<file path="config.mk">
export PLATFORM = sky130hd
export DESIGN_NAME = midpoint_filled_circle_spans_top
export DESIGN_NICKNAME = d
export VERILOG_FILES = /design/src/rtl/mfcs_pkg.sv /design/src/rtl/mfcs_front.sv /design/src/rtl/mfcs_queue.sv /design/src/rtl/mfcs_back.sv /design/src/rtl/midpoint_filled_circle_spans_top.sv
export SDC_FILE = /design/constraint.sdc
export NUM_CORES = 1
export LEC_CHECK = 0
export CORE_AREA = 2 2 282 284
export DETAILED_ROUTE_END_ITERATION = 10
export DIE_AREA = 0 0 284 286
export DONT_BUFFER_PORTS = 1
export MAX_ROUTING_LAYER = met4
export SYNTH_ARGS = -nofsm -noshare
export SYNTH_HDL_FRONTEND = slang
export SYNTH_SLANG_ARGS = --single-unit
</file>
<file path="constraint.sdc">
create_clock -name clk -period 7.18 [get_ports clk]
set_clock_uncertainty 0.1 [all_clocks]
set_input_delay 0.359 -clock clk [delete_from_list [all_inputs] [get_ports clk]]
set_output_delay 0.359 -clock clk [all_outputs]
set_load 0.02 [all_outputs]
</file>
<file path="src/rtl/mfcs_pkg.sv">
// shared types and constants for the filled circle span generator
// no dependencies
package mfcs_pkg;

	localparam int MAX_RADIUS      = 4095;
	localparam int QUEUE_DEPTH_DEF = 4;
	localparam int IMG_LIMIT       = 4096;

	localparam logic [0:0]  REG_IMAGE_WIDTH  = 1'b0;
	localparam logic [0:0]  REG_IMAGE_HEIGHT = 1'b1;
	localparam logic [12:0] IMAGE_WIDTH_RST  = 13'd1024;
	localparam logic [12:0] IMAGE_HEIGHT_RST = 13'd768;

	typedef enum logic [1:0] {
		JOB_START,
		JOB_STEP,
		JOB_FINISHED
	} job_kind_t;

	typedef logic signed [14:0] coord_t;

	typedef struct packed {
		job_kind_t          kind;
		logic               outer;
		logic               done;
		logic signed [13:0] cx;
		logic signed [13:0] cy;
		logic [31:0]        color;
		logic [11:0]        px;
		logic [11:0]        py;
		logic [11:0]        nx;
		logic [11:0]        ny;
	} job_t;

endpackage

</file>
<file path="src/rtl/mfcs_front.sv">
// front end: accepts beats, runs the midpoint iteration, builds span jobs
// depends on mfcs_pkg
module mfcs_front (
	input  logic                clk,
	input  logic                arst_n,
	input  logic                in_valid,
	output logic                in_ready,
	input  logic                cmd,
	input  logic signed [13:0]  center_col,
	input  logic signed [13:0]  center_row,
	input  logic [11:0]         circle_radius,
	input  logic [31:0]         fill_color,
	input  logic                queue_full,
	output logic                push,
	output mfcs_pkg::job_t      job
);
	import mfcs_pkg::*;

	logic [11:0]        step_x_q;
	logic [11:0]        step_y_q;
	logic [15:0]        decision_q;
	logic signed [13:0] held_col_q;
	logic signed [13:0] held_row_q;
	logic [31:0]        held_color_q;

	logic [11:0] r_sat;
	logic [11:0] x_inc;
	logic [11:0] y_dec;
	logic [11:0] y_new;
	logic [15:0] diff;
	logic [15:0] d_new;
	logic        outer;
	logic        finished;

	assign in_ready = !queue_full;
	assign push     = in_valid && in_ready;

	always_comb begin
		r_sat    = (int'(circle_radius) > MAX_RADIUS) ? 12'(MAX_RADIUS) : circle_radius;
		outer    = !decision_q[15];
		finished = !(step_x_q < step_y_q);
		x_inc    = step_x_q + 12'd1;
		y_dec    = step_y_q - 12'd1;
		y_new    = outer ? y_dec : step_y_q;
		diff     = {4'b0, step_x_q} - {4'b0, y_dec};
		if (outer) begin
			d_new = decision_q + {diff[14:0], 1'b0} + 16'd5;
		end else begin
			d_new = decision_q + {3'b0, step_x_q, 1'b0} + 16'd3;
		end
	end

	always_comb begin
		job       = '0;
		job.cx    = held_col_q;
		job.cy    = held_row_q;
		job.color = held_color_q;
		if (!cmd) begin
			job.kind  = JOB_START;
			job.cx    = center_col;
			job.cy    = center_row;
			job.color = fill_color;
			job.nx    = '0;
			job.ny    = r_sat;
			job.done  = (r_sat == 12'd0);
		end else if (finished) begin
			job.kind = JOB_FINISHED;
			job.done = 1'b1;
		end else begin
			job.kind  = JOB_STEP;
			job.outer = outer;
			job.px    = step_x_q;
			job.py    = step_y_q;
			job.nx    = x_inc;
			job.ny    = y_new;
			job.done  = !(x_inc < y_new);
		end
	end

	always_ff @(posedge clk or negedge arst_n) begin
		if (!arst_n) begin
			step_x_q     <= '0;
			step_y_q     <= '0;
			decision_q   <= '0;
			held_col_q   <= '0;
			held_row_q   <= '0;
			held_color_q <= '0;
		end else if (push) begin
			if (!cmd) begin
				step_x_q     <= '0;
				step_y_q     <= r_sat;
				decision_q   <= 16'd1 - {4'b0, r_sat};
				held_col_q   <= center_col;
				held_row_q   <= center_row;
				held_color_q <= fill_color;
			end else if (!finished) begin
				step_x_q   <= x_inc;
				step_y_q   <= y_new;
				decision_q <= d_new;
			end
		end
	end

endmodule

</file>
<file path="src/rtl/mfcs_queue.sv">
// job queue between the front and back ends
// depends on mfcs_pkg
module mfcs_queue #(
	parameter int DEPTH = mfcs_pkg::QUEUE_DEPTH_DEF
) (
	input  logic           clk,
	input  logic           arst_n,
	input  logic           push,
	input  mfcs_pkg::job_t wr_job,
	output logic           full,
	input  logic           pop,
	output logic           not_empty,
	output mfcs_pkg::job_t rd_job
);
	import mfcs_pkg::*;

	localparam int PW = (DEPTH > 1) ? $clog2(DEPTH) : 1;
	localparam int CW = $clog2(DEPTH + 1);

	job_t          slot_q [DEPTH];
	logic [PW-1:0] wr_ptr_q;
	logic [PW-1:0] rd_ptr_q;
	logic [CW-1:0] count_q;

	assign full      = (count_q == CW'(DEPTH));
	assign not_empty = (count_q != '0);
	assign rd_job    = slot_q[rd_ptr_q];

	always_ff @(posedge clk) begin
		if (push) begin
			slot_q[wr_ptr_q] <= wr_job;
		end
	end

	always_ff @(posedge clk or negedge arst_n) begin
		if (!arst_n) begin
			wr_ptr_q <= '0;
			rd_ptr_q <= '0;
			count_q  <= '0;
		end else begin
			if (push) begin
				wr_ptr_q <= (wr_ptr_q == PW'(DEPTH - 1)) ? '0 : wr_ptr_q + PW'(1);
			end
			if (pop) begin
				rd_ptr_q <= (rd_ptr_q == PW'(DEPTH - 1)) ? '0 : rd_ptr_q + PW'(1);
			end
			case ({push, pop})
				2'b10:   count_q <= count_q + CW'(1);
				2'b01:   count_q <= count_q - CW'(1);
				default: count_q <= count_q;
			endcase
		end
	end

endmodule

</file>
<file path="src/rtl/mfcs_back.sv">
// back end: walks each job's spans, clips them and drives the output register
// depends on mfcs_pkg
module mfcs_back (
	input  logic           clk,
	input  logic           arst_n,
	input  logic           job_valid,
	input  mfcs_pkg::job_t job,
	output logic           pop,
	input  logic [12:0]    image_width,
	input  logic [12:0]    image_height,
	output logic           m_tvalid,
	input  logic           m_tready,
	output logic [71:0]    m_tdata,  // row, left, right, color, zero pad
	output logic [1:0]     m_tuser,  // span_valid, circle_done
	output logic           m_tlast
);
	import mfcs_pkg::*;

	localparam logic [1:0] IDX_OUTER_HI = 2'd0;
	localparam logic [1:0] IDX_OUTER_LO = 2'd1;
	localparam logic [1:0] IDX_INNER_HI = 2'd2;
	localparam logic [1:0] IDX_INNER_LO = 2'd3;

	logic [1:0] cnt_q;
	logic [1:0] first_idx;
	logic [1:0] last_idx;
	logic [1:0] eff_idx;
	logic       is_last;
	logic       issue;
	logic       s1_load;
	logic       out_load;

	logic [11:0] off;
	logic [11:0] hw;
	logic        neg;
	coord_t      cx_e;
	coord_t      cy_e;
	coord_t      row_raw;
	coord_t      lo_raw;
	coord_t      hi_raw;

	logic        valid_s1;
	logic        inv_s1;
	coord_t      row_s1;
	coord_t      lo_s1;
	coord_t      hi_s1;
	logic [31:0] color_s1;
	logic        last_s1;
	logic        done_s1;

	logic [12:0] w_eff;
	logic [12:0] h_eff;
	coord_t      wc;
	coord_t      hc;
	logic        ok;
	coord_t      lo_c;
	coord_t      hi_c;

	logic        m_valid_q;
	logic        m_ok_q;
	logic [11:0] m_row_q;
	logic [11:0] m_left_q;
	logic [11:0] m_right_q;
	logic [31:0] m_color_q;
	logic        m_last_q;
	logic        m_done_q;

	always_comb begin
		unique case (job.kind) inside
			JOB_STEP: begin
				first_idx = job.outer ? IDX_OUTER_HI : IDX_INNER_HI;
				last_idx  = IDX_INNER_LO;
			end
			JOB_START, JOB_FINISHED: begin
				first_idx = IDX_INNER_HI;
				last_idx  = IDX_INNER_HI;
			end
			default: begin
				first_idx = IDX_INNER_HI;
				last_idx  = IDX_INNER_HI;
			end
		endcase
		eff_idx = first_idx + cnt_q;
		is_last = (eff_idx == last_idx);
	end

	assign out_load = !m_valid_q || m_tready;
	assign s1_load  = !valid_s1 || out_load;
	assign issue    = job_valid && s1_load;
	assign pop      = issue && is_last;

	always_comb begin
		unique case (eff_idx)
			IDX_OUTER_HI: begin off = job.py; neg = 1'b0; hw = job.px; end
			IDX_OUTER_LO: begin off = job.py; neg = 1'b1; hw = job.px; end
			IDX_INNER_HI: begin off = job.nx; neg = 1'b0; hw = job.ny; end
			IDX_INNER_LO: begin off = job.nx; neg = 1'b1; hw = job.ny; end
			default:      begin off = job.nx; neg = 1'b0; hw = job.ny; end
		endcase
		cx_e    = coord_t'(job.cx);
		cy_e    = coord_t'(job.cy);
		row_raw = neg ? cy_e - $signed({3'b0, off}) : cy_e + $signed({3'b0, off});
		lo_raw  = cx_e - $signed({3'b0, hw});
		hi_raw  = cx_e + $signed({3'b0, hw});
	end

	// span sequencer
	always_ff @(posedge clk or negedge arst_n) begin
		if (!arst_n) begin
			cnt_q    <= '0;
			valid_s1 <= 1'b0;
		end else begin
			if (issue) begin
				cnt_q <= is_last ? 2'd0 : cnt_q + 2'd1;
			end
			if (s1_load) begin
				valid_s1 <= job_valid;
			end
		end
	end

	always_ff @(posedge clk) begin
		if (issue) begin
			inv_s1   <= (job.kind == JOB_FINISHED);
			row_s1   <= row_raw;
			lo_s1    <= lo_raw;
			hi_s1    <= hi_raw;
			color_s1 <= job.color;
			last_s1  <= is_last;
			done_s1  <= job.done;
		end
	end

	// clipping
	always_comb begin
		w_eff = (image_width > 13'(IMG_LIMIT)) ? 13'(IMG_LIMIT) : image_width;
		h_eff = (image_height > 13'(IMG_LIMIT)) ? 13'(IMG_LIMIT) : image_height;
		wc    = $signed({2'b0, w_eff});
		hc    = $signed({2'b0, h_eff});
		ok    = !inv_s1 && !row_s1[14] && (row_s1 < hc) && !hi_s1[14] && (lo_s1 < wc);
		lo_c  = lo_s1[14] ? '0 : lo_s1;
		hi_c  = (hi_s1 > wc - 15'sd1) ? wc - 15'sd1 : hi_s1;
	end

	always_ff @(posedge clk or negedge arst_n) begin
		if (!arst_n) begin
			m_valid_q <= 1'b0;
		end else if (out_load) begin
			m_valid_q <= valid_s1;
		end
	end

	always_ff @(posedge clk) begin
		if (out_load && valid_s1) begin
			m_ok_q    <= ok;
			m_row_q   <= ok ? row_s1[11:0] : '0;
			m_left_q  <= ok ? lo_c[11:0] : '0;
			m_right_q <= ok ? hi_c[11:0] : '0;
			m_color_q <= ok ? color_s1 : '0;
			m_last_q  <= last_s1;
			m_done_q  <= done_s1;
		end
	end

	assign m_tvalid = m_valid_q;
	assign m_tdata  = {4'b0, m_color_q, m_right_q, m_left_q, m_row_q};
	assign m_tuser  = {m_done_q, m_ok_q};
	assign m_tlast  = m_last_q;

endmodule

</file>
<file path="src/rtl/midpoint_filled_circle_spans_top.sv">
// filled circle span generator, midpoint scheme
// a span beat passes the queue slot, the stage-1 registers and the output register before it shows on m_tvalid
// a start, or a step after done, yields one span beat, an inner step two and an outer step four
// the back end sends one span per cycle while m_tready is high, the front runs ahead by up to QUEUE_DEPTH jobs
// reset: clears circle state and queue, image size returns to 1024 x 768
module midpoint_filled_circle_spans_top #(
	parameter int QUEUE_DEPTH = mfcs_pkg::QUEUE_DEPTH_DEF
) (
	input  logic        clk,
	input  logic        arst_n,
	input  logic        s_tvalid,
	output logic        s_tready,
	input  logic [71:0] s_tdata,  // center_col, center_row, circle_radius, fill_color
	input  logic        s_tuser,  // cmd
	output logic        m_tvalid,
	input  logic        m_tready,
	output logic [71:0] m_tdata,  // span_row, span_left, span_right, span_color, zero pad
	output logic [1:0]  m_tuser,  // span_valid, circle_done
	output logic        m_tlast,
	input  logic        cfg_we,
	input  logic [0:0]  cfg_index,
	input  logic [12:0] cfg_data
);
	import mfcs_pkg::*;

	logic [12:0] image_width_q;
	logic [12:0] image_height_q;
	job_t        wr_job;
	job_t        rd_job;
	logic        push;
	logic        pop;
	logic        full;
	logic        not_empty;

	always_ff @(posedge clk or negedge arst_n) begin
		if (!arst_n) begin
			image_width_q  <= IMAGE_WIDTH_RST;
			image_height_q <= IMAGE_HEIGHT_RST;
		end else if (cfg_we) begin
			unique case (cfg_index)
				REG_IMAGE_WIDTH:  image_width_q  <= cfg_data;
				REG_IMAGE_HEIGHT: image_height_q <= cfg_data;
				default: ;
			endcase
		end
	end

	mfcs_front u_front (
		.clk          (clk),
		.arst_n       (arst_n),
		.in_valid     (s_tvalid),
		.in_ready     (s_tready),
		.cmd          (s_tuser),
		.center_col   ($signed(s_tdata[13:0])),
		.center_row   ($signed(s_tdata[27:14])),
		.circle_radius(s_tdata[39:28]),
		.fill_color   (s_tdata[71:40]),
		.queue_full   (full),
		.push         (push),
		.job          (wr_job)
	);

	mfcs_queue #(
		.DEPTH(QUEUE_DEPTH)
	) u_queue (
		.clk      (clk),
		.arst_n   (arst_n),
		.push     (push),
		.wr_job   (wr_job),
		.full     (full),
		.pop      (pop),
		.not_empty(not_empty),
		.rd_job   (rd_job)
	);

	mfcs_back u_back (
		.clk         (clk),
		.arst_n      (arst_n),
		.job_valid   (not_empty),
		.job         (rd_job),
		.pop         (pop),
		.image_width (image_width_q),
		.image_height(image_height_q),
		.m_tvalid    (m_tvalid),
		.m_tready    (m_tready),
		.m_tdata     (m_tdata),
		.m_tuser     (m_tuser),
		.m_tlast     (m_tlast)
	);

endmodule

</file>
* Word level (Yosys, flattened, before mapping) *
Memories as Yosys holds them, arrays and structs flattened.
Cells that the tools add are included.

storage, ports and cells
  memories kept = 1
  bits in writable memories = 448
  logic and storage cells = 135
  bits in registers = 288
  output and inout port bits = 77
  bits of input ports = 92

operators by class
  equal/unequal tests = 12
  multiplexer cells = 34
  reduce and logical (&&, ||, !) cells = 31
  bitwise operators = 3
  $add $sub $neg = 19
  magnitude comparators = 7

memory list
  name            words  bits a word  read ports  clocked after memory_dff  write ports  RTL line          RTL
  u_queue.slot_q  4      112          1           0                         1            mfcs_queue.sv:20  job_t slot_q [DEPTH];

operators by type and width
  kind                                                                   number
  12-bit two-way mux                                                     6
  60-bit two-way mux                                                     1
  16-bit two-way mux                                                     3
  24-bit two-way mux                                                     2
  48-bit two-way mux                                                     1
  12-bit case mux with 2 select lines                                    2
  14-bit by 13-bit adder with 15-bit output                              2
  15-bit by 14-bit less-than comparator with 1-bit output                2
  14-bit by 13-bit subtractor with 15-bit output                         2
  13-bit greater-than comparator (second input constant)                 2
  13-bit two-way mux                                                     2
  12-bit less-than comparator                                            2
  16-bit by 13-bit adder with 16-bit output                              1
  16-bit adder                                                           1
  16-bit by 2-bit adder with 16-bit output (second input constant)       1
  16-bit by 3-bit adder with 16-bit output (second input constant)       1
  15-bit by 14-bit greater-than comparator with 1-bit output             1
  15-bit two-way mux                                                     1
  2-bit two-way mux                                                      7
  13-bit by 1-bit subtractor with 14-bit output (second input constant)  1
  1-bit by 12-bit subtractor with 13-bit output (first input constant)   1
  12-bit by 12-bit subtractor with 13-bit output                         1
  12-bit by 1-bit adder with 12-bit output (second input constant)       1
  2-bit equality test (second input constant)                            6
  22 further kinds                                                       56

* Logic depth before layout (Yosys ltp) *
Gate-level depths: netlist of the first run.
An unclocked memory read counts as a cell.

  word-level depth = 9
  mapped depth = 23
  depth with buffers taken out = 23

* Hierarchy *
A second synthesis of the first run with hierarchy kept.

unflattened totals
  cell total of the unflattened synthesis = 2357
  area, all modules = 34989.8 um2

by module, submodules not included
  module                            cells each  area an instance (um2)  instances
  mfcs_queue                        625         16568.4                 1
  mfcs_back                         782         8989.9                  1
  mfcs_front                        894         8404.3                  1
  midpoint_filled_circle_spans_top  56          1027.2                  1

* Worst setup path before layout of the first run *
OpenSTA, ideal clock, no wires.

  path type = register -> register
  start = register u_back.m_valid_q, in the netlist u_back.m_tvalid
  end = register u_queue.count_q[2]
  path slack = 0.701 ns
  setup time = 0.079 ns
  arrival time = 6.299 ns
  cell stages (with the launch flop) = 11
  required time = 7.001 ns
  path buffers = 0
  path through = dfrtp_1 > nor2b_1 > a21oi_1 > nand2_1 > inv_1 > ha_1 > inv_1 > fa_1 > xor2_1 > nor2_1 > xor2_1

on the way
  longest elaborated chain between the ends = 7
  elaborated cells between the ends (all ways) = 9
  classes of those cells = eq/ne: 2; mux: 1; reduce/logical: 6

ends and longest elaborated chain
  item                                                                                   RTL line                                RTL
  from (decl)                                                                            mfcs_back.sv:59                         logic m_valid_q;
  from (signal assigned)                                                                 mfcs_back.sv:149                        m_valid_q <= valid_s1;
  1-bit zero test (*)                                                                    mfcs_back.sv:87                         assign out_load = !m_valid_q || m_tready;
  1-bit logical OR (*)                                                                   mfcs_back.sv:87
  1-bit logical OR (*)                                                                   mfcs_back.sv:88                         assign s1_load = !valid_s1 || out_load;
  1-bit logical AND (*)                                                                  mfcs_back.sv:89                         assign issue = job_valid && s1_load;
  net u_back.issue                                                                       mfcs_back.sv:29                         logic issue;
  1-bit logical AND (*)                                                                  mfcs_back.sv:90                         assign pop = issue && is_last;
  net pop                                                                                midpoint_filled_circle_spans_top.sv:31  logic pop;
  2-bit by 1-bit equality test with 1-bit output or 2-bit equality test (tied branches)  mfcs_queue.sv:47                        case ({push, pop})
  3-bit case mux with 2 select lines or 2-bit nonzero test (tied branches)               --
  to (signal assigned)                                                                   mfcs_queue.sv:48                        2'b10: count_q <= count_q + CW'(1);
  to (signal assigned)                                                                   mfcs_queue.sv:49                        2'b01: count_q <= count_q - CW'(1);
  to (signal assigned)                                                                   mfcs_queue.sv:50                        default: count_q <= count_q;
  to (decl)                                                                              mfcs_queue.sv:23                        logic [CW-1:0] count_q;

The timed path passes the listed nets; every way through them passes the cells marked *.
A chain may end at the register's enable or synchronous reset.

* Worst setup path after layout of the first run *
  start = register u_queue.rd_ptr_q[0]
  end = register u_back.row_s1[13], data pin

on the way
  longest elaborated chain between the ends = 9
  elaborated cells between the ends (all ways) = 18
  classes of those cells = add/sub: 3; eq/ne: 4; mux: 5; reduce/logical: 5; memory: 1

ends and longest elaborated chain
  item                                                                                                         RTL line          RTL
  from (decl)                                                                                                  mfcs_queue.sv:22  logic [PW-1:0] rd_ptr_q;
  from (signal assigned)                                                                                       mfcs_queue.sv:45  rd_ptr_q <= (rd_ptr_q == PW'(DEPTH - 1)) ? '0 : rd_ptr_q + PW'(1);
  memory 4 x 112 bit (*)                                                                                       --
  2-bit by 1-bit equality test with 1-bit output (no source line) or 2-bit two-way mux (tied branches)         --
  2-bit two-way mux                                                                                            mfcs_back.sv:69   unique case (job.kind) inside
  2-bit adder                                                                                                  mfcs_back.sv:83   eff_idx = first_idx + cnt_q;
  2-bit equality test, or another cell as far along                                                            mfcs_back.sv:93   unique case (eff_idx)
  2-bit OR reduction (no source line)                                                                          --
  12-bit case mux with 2 select lines                                                                          mfcs_back.sv:93
  14-bit by 13-bit adder with 15-bit output or 14-bit by 13-bit subtractor with 15-bit output (tied branches)  mfcs_back.sv:102  row_raw = neg ? cy_e - $signed({3'b0, off}) : cy_e + $signed({3'b0, off});
  15-bit two-way mux (*)                                                                                       mfcs_back.sv:102
  net u_back.row_raw[13]                                                                                       mfcs_back.sv:38   coord_t row_raw;
  to (signal assigned)                                                                                         mfcs_back.sv:125  row_s1 <= row_raw;
  to (decl)                                                                                                    mfcs_back.sv:44   coord_t row_s1;

Marks and branches as above.

==> out/results.txt, run 1 <==
status: finished, final reports clean
# IOs: 169
Peak VDD IR: 0.355 mV
Final GP Congestion: 0.903
Max Root-Sink Buffers: 3
HPWL after detailed placement: 50.9 mm
CTS hold repair buffers: 90
Finished Cell Area: 39800 µm²
max-cap viol count: 0
fin. max-slew vios: 0
pin count of the biggest net entering global routing: 138
fin nets: 2797
Mean Syn Cell Area: 14.4 µm²
CTS tree: built
largest stage delay on the critical path: 630 ps
leading post-synthesis cells by cell area: edfxtp_1 (51%), dfrtp_1 (9.6%), mux4_2 (6.4%)
layout cells sized above 1: 16.9%
CP max FO: 89
# Post-CTS Setup Buffers: 0
Worst Tran Pin Value: 1230 ps
die span in y: 286 µm
number of global-route vias before repair: 20797
Post-Syn Area: 34900 µm²
initial antenna violation count: 1
per-cell routed wire length: 21.5 µm
Crit. End Element: flip-flop
EDFF count, synth: 598
WP data arrival: 6300 ps
synth warn: 0
Synth-to-Final Area Change: 13.9%
worst setup path category: flip-flop to flip-flop
die area: 81200 µm²
FMAX: 0.168 GHz
final setup TNS: 0 ps
Hold Crit Class: primary input to flip-flop
Worst-Skew Late Latency: 620 ps
overflow left after global routing: 0
Mapped Cells: 2425
die width: 284 µm
antenna cells: 0
Rel. slew slack: 18.1%
Num Clock Sinks: 735
root buffer cell: clkbuf_16
placed cell count: 3397
Synth Flop Type: edfxtp_1
area leader, netlist: edfxtp_1
H-Tree Depth: 3
final std cells w/o fill: 3640
Vias: 20032
most numerous cell in the Yosys netlist: edfxtp_1
Pwr per Cell Area: 507 nW/µm²
via/cell ratio: 5.50
final hold slack: 48.8 ps
Rows: 103
Cell Chain, Critical Path: buf_4 -> buf_12 -> nand2b_1 -> nor3_1 -> nor2_1 -> nand4_1 -> ha_1 -> a21oi_1 -> ha_1 -> nor2b_1 -> o21ai_0 -> a21boi_0 -> o21ai_0 -> a21oi_1 -> o21ai_0 -> a21oi_1 -> o41ai_1 -> or4b_2 -> o211ai_1
Post-synth top cells: edfxtp_1 (598), ha_1 (177), mux2_2 (161)
Critical-path top delay cell: or4b_2
first-pass GRT wire length: 122 mm
final WL: 78.3 mm
Post-synth ARST share: 18.6%
Total Power: 20.2 mW
CTS clock-pin slew for the worst setup and hold paths: 60 ps
RSZ-0062 raised after global routing: no
Initial Utilization: 44.6%
post-synth top area share: 51.4%
synth unique cells: 74
GRT Total Usage: 19.9%
Yosys reg bits: 735
Post-Place Cell Area: 36000 µm²
Worst EP required: 7530 ps
DRT antenna net count: 0
core area: 78400 µm²
1st-iter DRT viols: 1313
drt pass-1 iters: 5
total CTS buffers: 82
min cycle time layout: 5950 ps
DRC: 0
# resized after CTS: 0
element type at the critical path start: flip-flop
final period utilization: 82.8%
Hold Violations, Final: 0
final setup vio count: 0
post-synthesis sequential area ratio: 61.2%
Lkg Pwr: 14.9 nW
Port Buffer Count: 0
## layout make-up
type	count	area (µm²)
clock buffer	121	2390
clock inverter	32	427
fill	6598	38600
inverter	96	360
multi-input combinational	1494	12800
sequential	735	21400
tap	1050	1310
timing repair buffer	112	1110
## layer usage
layer	part of all wire (%)	GRT usage [%]	wire, µm	vias to the layer above
li1	-	-	-	9297
met1	45	26.5	35500	10131
met2	49	32.4	38000	492
met3	3.8	2.54	2990	112
met4	2.3	5.41	1790	0
met5	0	-	0	-
## per-stage QoR
step | setup WS (ps) | utilization [%]
after floorplan | 701 | -
after global placement | 1290 | 46.0
after detailed placement | 1150 | 46.0
after CTS | 1140 | 50.8
after global routing | 733 | 50.8
final | 1230 | 50.8
## cells in the final DEF, fill, tap and decap left out, types with 81 or more instances in the layout
cell           Yosys  routed
o21ai_0           81      81
dlygate4sd3_1      0      88
clkbuf_16          0      85
mux4_2           100     100
inv_1             94      94
a21oi_1           85      84
edfxtp_1         598     598
ha_1             177     177
nor2_1           121     120
dfrtp_1          134     132
nand2_1          160     160
xnor2_1           81      81
mux2_2           161     161
## logic make-up after synthesis
family / after synthesis / share of synthesized area, %
XOR/XNOR: 127 / 3.29
buffers and inverters: 199 / 2.37
flip-flops: 735 / 61.2
AND/OR/NAND/NOR: 552 / 7.79
adder cells (fa/ha/maj): 184 / 6.74
AO/OA/AOI/OAI: 350 / 6.48
other: 1 / 0.0107
multiplexers: 277 / 12.1
## state kept, by name, indices dropped and copies added (netlist names), 2 cells and up
signal and flops:
u_front.step_x_q 12, u_queue.count_q 3, u_back.m_right_q 12, u_front.held_col_q 14
u_queue.rd_ptr_q 2, u_front.step_y_q 12, u_back.row_s1 15, u_back.m_row_q 12
u_front.held_color_q 32, u_back.cnt_q 2, u_queue.wr_ptr_q 2, u_back.hi_s1 15
u_queue.slot_q 448, u_back.m_left_q 12, u_front.decision_q 16, u_back.color_s1 32
u_back.lo_s1 14, image_height_q 13, u_front.held_row_q 14, u_back.m_color_q 32
image_width_q 13
## critical path, delay by kind of cell (launching register included)
| kind | cells | cell delay, ps |
|---|---|---|
| AOI/OAI and AO/OA | 9 | 1900 |
| buffers and inverters | 2 | 1110 |
| and+or+nand+nor | 6 | 1680 |
| adders and majority gates | 2 | 540 |
| DFF | 1 | 440 |
## worst paths after layout
kind,startpoint,slack (ps),to,cells after the start
worst max-delay path,u_queue.rd_ptr_q[0]$_DFFE_PN0P_,1230,u_back.row_s1[13]$_DFFE_PP_,19
worst min register to register,u_back.done_s1$_DFFE_PP_,330,u_back.m_done_q$_DFFE_PP_,0
worst min-delay path,s_tuser,50,u_front.decision_q[15]$_DFFE_PN0P_,4
min in group asynchronous,arst_n,330,u_front.held_color_q[31]$_DFFE_PN0P_,2
max in group asynchronous,arst_n,5960,u_queue.rd_ptr_q[0]$_DFFE_PN0P_,2
worst max register to register,u_queue.rd_ptr_q[0]$_DFFE_PN0P_,1230,u_back.row_s1[13]$_DFFE_PP_,19
## where the power goes
part           internal, mW  switching (mW)
Combinational          3.73            5.13
Clock                  2.61            1.67
Sequential             6.37           0.661
Total                  12.7            7.46
Note: power is estimated with default switching activity, not from simulation.
==> run 2: changes to the inputs <==
- clock period: 7.18 -> 5.4 ns (I/O delays scaled with it)
==> out/results.txt, run 2 (synthesis results as in run 1) <==
Clk network pwr share: 20.3% (-0.9 points)
Switching Power: 10.0 mW (+34%)
via/cell ratio: 5.53 (+0.57%)
area occupied by multi-input gates: 12900 µm² (+0.63%)
max reg flops: 448 (unchanged)
CP dominant cell by count: a21oi_1
Worst R2R Start: u_queue.rd_ptr_q[0]$_DFFE_PN0P_
antenna cells: 0 (unchanged)
final critical-path setup slack: 256 ps (-976 ps)
combinational share of power: 45.0% (+1.1 points)
RSZ-0062 raised after global routing: no
final WL: 79.7 mm (+1.8%)
Peak VDD IR: 0.485 mV (+37%)
Max Root-Sink Buffers: 3 (unchanged)
Vias: 20241 (+1.0%)
worst setup path category: flip-flop to flip-flop
Top reg by flops: u_queue.slot_q
DRC: 0 (unchanged)
H-Tree Depth: 3 (unchanged)
Port Buffer Count: 0 (unchanged)
Pwr per Cell Area: 674 nW/µm² (+33%)
GRT Total Usage: 20.3% (+0.38 points)
fillers: 6635 (+0.56%)
Cell Chain, Critical Path: mux4_2 -> nand3b_4 -> xnor2_4 -> buf_4 -> mux4_2 -> mux2_2 -> ha_1 -> fa_1 -> nand2_1 -> nand2_1 -> a21oi_1 -> o21ai_0 -> a21oi_1 -> o21bai_1 -> a21oi_1 -> o21ai_0 -> o41a_1 -> xor2_1
Crit. End Element: flip-flop
min cycle time layout: 5140 ps (-804 ps)
element type at the critical path start: flip-flop
Flop pwr share: 34.7% (-0.2 points)
total CTS buffers: 79 (-3.7%)
Rel. slew slack: 19.9% (+1.8 points)
layout cells sized above 1: 17.6% (+0.69 points)
largest stage delay on the critical path: 540 ps (-90 ps)
final setup TNS: 0 ps (unchanged)
Final GP Congestion: 0.886 (-1.9%)
die width: 284 µm (unchanged)
first-pass GRT wire length: 123 mm (+1.5%)
WP data arrival: 5400 ps (-900 ps)
most frequent cells in the layout: edfxtp_1 (598), ha_1 (177), mux2_2 (161)
fin. max-slew vios: 0 (unchanged)
number of global-route vias before repair: 21100 (+1.5%)
pin count of the biggest net entering global routing: 138 (unchanged)
root buffer cell: clkbuf_16
commonest non-fill, non-tap cell in the layout: edfxtp_1
per-cell routed wire length: 21.8 µm (+1.3%)
Worst-Skew Late Latency: 630 ps (about the same)
initial antenna violation count: 1 (unchanged)
Rows: 103 (unchanged)
Int Pwr: 16.9 mW (+33%)
register area: 21400 µm² (unchanged)
die area: 81200 µm² (unchanged)
Lkg Pwr: 15.0 nW (+0.52%)
Critical-path top delay cell: mux4_2
cells on worst reg2reg path: 18 (-1)
Hold Violations, Final: 0 (unchanged)
Hold Crit Class: primary input to flip-flop
1st-iter DRT viols: 1491 (+14%)
Num Clock Sinks: 735 (unchanged)
Synth-to-Final Area Change: 14.2%
die span in y: 286 µm (unchanged)
Initial Utilization: 44.6% (unchanged)
overflow left after global routing: 0 (unchanged)
FMAX: 0.194 GHz (+16%)
HPWL after detailed placement: 52.5 mm (+3.0%)
max-cap viol count: 0 (unchanged)
CTS clock-pin slew for the worst setup and hold paths: 60 ps (about the same)
final setup vio count: 0 (unchanged)
pre-CTS setup slack: 161 ps (-986 ps)
status: finished, final reports clean
core area: 78400 µm² (unchanged)
CTS tree: built
DRT antenna net count: 0 (unchanged)
final period utilization: 95.3% (+12 points)
Setup crit end: u_back.hi_s1[12]$_DFFE_PP_
# IOs: 169 (unchanged)
Sw Ratio: 37.2% (+0.22 points)
fin nets: 2819 (+0.79%)
CP max FO: 11 (-88%)
Worst Tran Pin Value: 1200 ps (-27.2 ps)
worst r2r dst: u_back.hi_s1[12]$_DFFE_PP_
Critical Path Start: u_queue.rd_ptr_q[0]$_DFFE_PN0P_
drt pass-1 iters: 5 (unchanged)
Worst EP required: 5650 ps (-1880 ps)
Worst R2R Setup Slack: 260 ps (-980 ps)
run 2: changes by cell type in the layout (fill, tap and decap cells not counted), sizes merged, moves of 2 or more:
cell | before | now
buf | 24 | 43
xnor2 | 83 | 85
dlygate4sd3 | 88 | 92
clkinv | 19 | 32
clkbuf | 121 | 102
run 2: area by class of cell:
class                   count  share of cell area [%]
clock buffers             102                    5.58
clock inverters            43                    1.03
inverters                  96                   0.903
multi-input cells        1496                    32.2
flip-flops and latches    735                    53.6
well taps                1050                    3.29
repair buffers            135                    3.37
run 2: power by group through the flow:
stage          sequential [mW]  clock, mW  combinational, mW
6_report                  9.34       5.46               12.1
3_5_place_dp              9.45          0               11.8
5_1_grt                   9.49       5.81               13.4
2_1_floorplan             9.19          0               8.92
3_3_place_gp              9.39          0               11.6
4_1_cts                   9.34       5.59               12.0
run 2: through the flow:
step | area, µm² | instances | total power, mW | hold WS [ps] | util [%]
4_1_cts | 39800 | 3653 | 26.9 | 2.94 | 50.8
2_1_floorplan | 34900 | 2428 | 18.1 | -126 | -
3_3_place_gp | 36200 | 3414 | 21.0 | -116 | 46.2
5_1_grt | 39900 | 3657 | 28.7 | 42.5 | 50.9
6_report | 39900 | 3657 | 26.9 | 37.4 | 50.9
3_5_place_dp | 36200 | 3414 | 21.3 | -117 | 46.2
run 2: worst min-delay path by stage:
stage	start	slack (ps)	cells after the start	endpoint
after floorplan	arst_n	-130	0	image_height_q[0]$_DFFE_PN0P_
after global placement	arst_n	-120	0	image_height_q[3]$_DFFE_PN0P_
after detailed placement	arst_n	-120	0	image_height_q[3]$_DFFE_PN0P_
after CTS	cfg_index	3	3	image_width_q[12]$_DFFE_PN0P_
after global routing	cfg_index	40	3	image_width_q[12]$_DFFE_PN0P_
final	cfg_index	40	3	image_width_q[12]$_DFFE_PN0P_
run 2: what timing repair did:
| item | in CTS | in global routing |
|---|---|---|
| setup buffers | 0 | 2 |
| endpoints found under the hold margin | 531 | 0 |
| gates resized for setup | 0 | 12 |
| endpoints found under the setup margin | 0 | 5 |
| hold buffers | 94 | 0 |
run 2: per-layer routing:
layer  vias to the layer above  GRT usage, %  routed length (µm)
li1                       9348             -                   -
met1                     10249          26.5               35600
met2                       502          32.5               38200
met3                       142          3.33                3750
met4                         0          6.50                2110
met5                         -             -                   0
run 2: critical path, delay by kind of cell, from the launching register on:
| family | cells | cell delay, ps |
|---|---|---|
| xor gates and xnor gates | 2 | 440 |
| buffers and inverters | 1 | 230 |
| muxes | 3 | 1160 |
| AOI/OAI and AO/OA | 7 | 1370 |
| adders and majority gates | 2 | 630 |
| and+or+nand+nor | 3 | 470 |
| DFF | 1 | 470 |
==> run 3: changes to the inputs <==
- PLACE_DENSITY: unset -> 0.74
==> out/results.txt, run 3 (synthesis results as in run 1) <==
first-pass GRT wire length: 123 mm (-0.30%)
fillers: 6407 (-3.4%)
Final GP Congestion: 0.910 (+2.7%)
Synth-to-Final Area Change: 14.5%
Pwr per Cell Area: 676 nW/µm² (+0.28%)
DRT antenna net count: 0 (unchanged)
Hold Crit Class: primary input to flip-flop
combinational share of power: 44.4% (-0.6 points)
Lkg Pwr: 15.0 nW (+0.21%)
fin nets: 2816 (-0.11%)
Port Buffer Count: 0 (unchanged)
M1 WL: 33.8 mm (-4.9%)
Rel. slew slack: 20.4% (+0.46 points)
Peak VDD IR: 0.367 mV (-24%)
overflow left after global routing: 0 (unchanged)
RSZ-0062 raised after global routing: yes
final WL: 79.5 mm (-0.25%)
Crit. End Element: flip-flop
Initial Utilization: 44.6% (unchanged)
Sw Ratio: 37.0% (-0.19 points)
HPWL after detailed placement: 51.4 mm (-2.0%)
Vias: 20550 (+1.5%)
initial antenna violation count: 2 (+1)
core area: 78400 µm² (unchanged)
total CTS buffers: 78 (-1.3%)
Rows: 103 (unchanged)
CTS clock-pin slew for the worst setup and hold paths: 70 ps (about the same)
commonest non-fill, non-tap cell in the layout: edfxtp_1
final hold slack: 19.3 ps (-18.2 ps)
Worst Tran Pin Value: 1190 ps (-7.30 ps)
Finished Cell Area: 40000 µm² (+0.20%)
placed cell count: 3410 (-0.12%)
1st-iter DRT viols: 1618 (+8.5%)
number of global-route vias before repair: 21405 (+1.4%)
via/cell ratio: 5.62 (+1.5%)
Hold Violations, Final: 0 (unchanged)
root buffer cell: clkbuf_16
max-cap viol count: 0 (unchanged)
per-cell routed wire length: 21.7 µm (-0.30%)
drt pass-1 iters: 5 (unchanged)
met2 routed WL: 39.2 mm (+2.6%)
die width: 284 µm (unchanged)
Int Pwr: 17.0 mW (+0.79%)
GRT Total Usage: 20.1% (-0.20 points)
Worst-Skew Late Latency: 640 ps (about the same)
Num Clock Sinks: 735 (unchanged)
min cycle time layout: 5140 ps (-5.72 ps)
DRC: 0 (unchanged)
fin. max-slew vios: 0 (unchanged)
DR top layer: met4
Flop pwr share: 34.7% (about the same)
worst setup path category: flip-flop to flip-flop
max reg flops: 448 (unchanged)
# IOs: 169 (unchanged)
CP max FO: 5 (-6)
Top reg by flops: u_queue.slot_q
FMAX: 0.195 GHz (+0.11%)
element type at the critical path start: flip-flop
die area: 81200 µm² (unchanged)
CTS tree: built
pin count of the biggest net entering global routing: 138 (unchanged)
final std cells w/o fill: 3659 (+0.055%)
Max Root-Sink Buffers: 3 (unchanged)
met3 WL post-DR: 4.69 mm (+25%)
H-Tree Depth: 3 (unchanged)
die span in y: 286 µm (unchanged)
final setup vio count: 0 (unchanged)
Worst EP required: 5680 ps (+30 ps)
Post-Place Cell Area: 36100 µm² (-0.15%)
status: finished, final reports clean
final period utilization: 95.1% (-0.11 points)
layout cells sized above 1: 17.7% (+0.084 points)
most frequent cells in the layout: edfxtp_1 (598), ha_1 (177), mux2_2 (161)
WP data arrival: 5420 ps (+20 ps)
Switching Power: 10.0 mW (about the same)
final core utilization: 51.0% (+0.10 points)
Clk network pwr share: 20.9% (+0.6 points)
run 3: changes by cell type in the layout (fill, tap and decap cells not counted), sizes merged:
cell	previous run	this run
clkinv	32	26
inv	97	103
bufinv	7	11
clkbuf	102	98
diode	0	3
buf	43	41
clkinvlp	3	4
run 3: worst max-delay path, cell delays in order, from the launching register on:
cell and delay, ps:
dfrtp_4 480, mux4_2 540, nand3b_4 310, xnor2_2 320, buf_4 190, mux4_2 280
mux2_2 300, ha_1 220, fa_1 420, nand2_1 90, nand2_1 50, a21oi_1 220
o21ai_0 120, a21oi_1 250, o21bai_1 100, a21oi_1 210, o21ai_0 160, o41a_1 370
xor2_1 160
run 3: final timing paths:
kind	slack (ps)	end	start	cells past startpoint
max	260	u_back.hi_s1[12]$_DFFE_PP_	u_queue.rd_ptr_q[0]$_DFFE_PN0P_	18
min	20	u_front.decision_q[12]$_DFFE_PN0P_	s_tuser	3
max reg2reg	260	u_back.hi_s1[12]$_DFFE_PP_	u_queue.rd_ptr_q[0]$_DFFE_PN0P_	18
min reg2reg	340	u_back.m_tlast$_DFFE_PP_	u_back.last_s1$_DFFE_PP_	0
max in group asynchronous	4260	u_queue.rd_ptr_q[1]$_DFFE_PN0P_	arst_n	2
min in group asynchronous	240	u_front.held_color_q[11]$_DFFE_PN0P_	arst_n	2
run 3: per-stage QoR:
step / power (mW) / setup WS [ps] / TNS, ps
floorplan: 18.1 / 254 / 0
global placement: 20.6 / 64.4 / 0
detailed placement: 21.1 / -91.6 / -91.6
CTS: 27.0 / 14.2 / 0
global route: 28.8 / -5.53 / -10.7
finish: 27.0 / 262 / 0
run 3: timing repair:
item | in CTS | in global routing
cloned | 0 | 2
hold endpoints to repair | 532 | 0
buffers inserted | 1 | 3
endpoints found under the setup margin | 1 | 10
hold buffers | 94 | 0
gates resized for setup | 2 | 16
pin swaps | 1 | 4
run 3: power by group through the flow:
stage	combinational (mW)	sequential, mW	clock [mW]
3_3_place_gp	11.2	9.37	0
4_1_cts	11.8	9.36	5.75
2_1_floorplan	8.92	9.19	0
3_5_place_dp	11.6	9.46	0
6_report	12.0	9.37	5.66
5_1_grt	13.3	9.51	5.98
run 3: final cells by class:
| cell class | instances | area [µm²] | share of cell area, % |
|---|---|---|---|
| clock buffers | 98 | 2140 | 5.35 |
| multi-input cells | 1496 | 12800 | 32.1 |
| clock inverters | 48 | 604 | 1.51 |
| well taps | 1050 | 1310 | 3.29 |
| diodes | 3 | 7.51 | 0.0188 |
| inverters | 96 | 360 | 0.901 |
| repair buffers | 133 | 1330 | 3.33 |
| flip-flops and latches | 735 | 21400 | 53.5 |
run 3: layer usage:
layer / vias to the layer above / track usage [%]
met4: 0 / 6.54
met2: 678 / 32.9
met3: 101 / 3.24
met5: - / -
met1: 10426 / 25.7
li1: 9345 / -
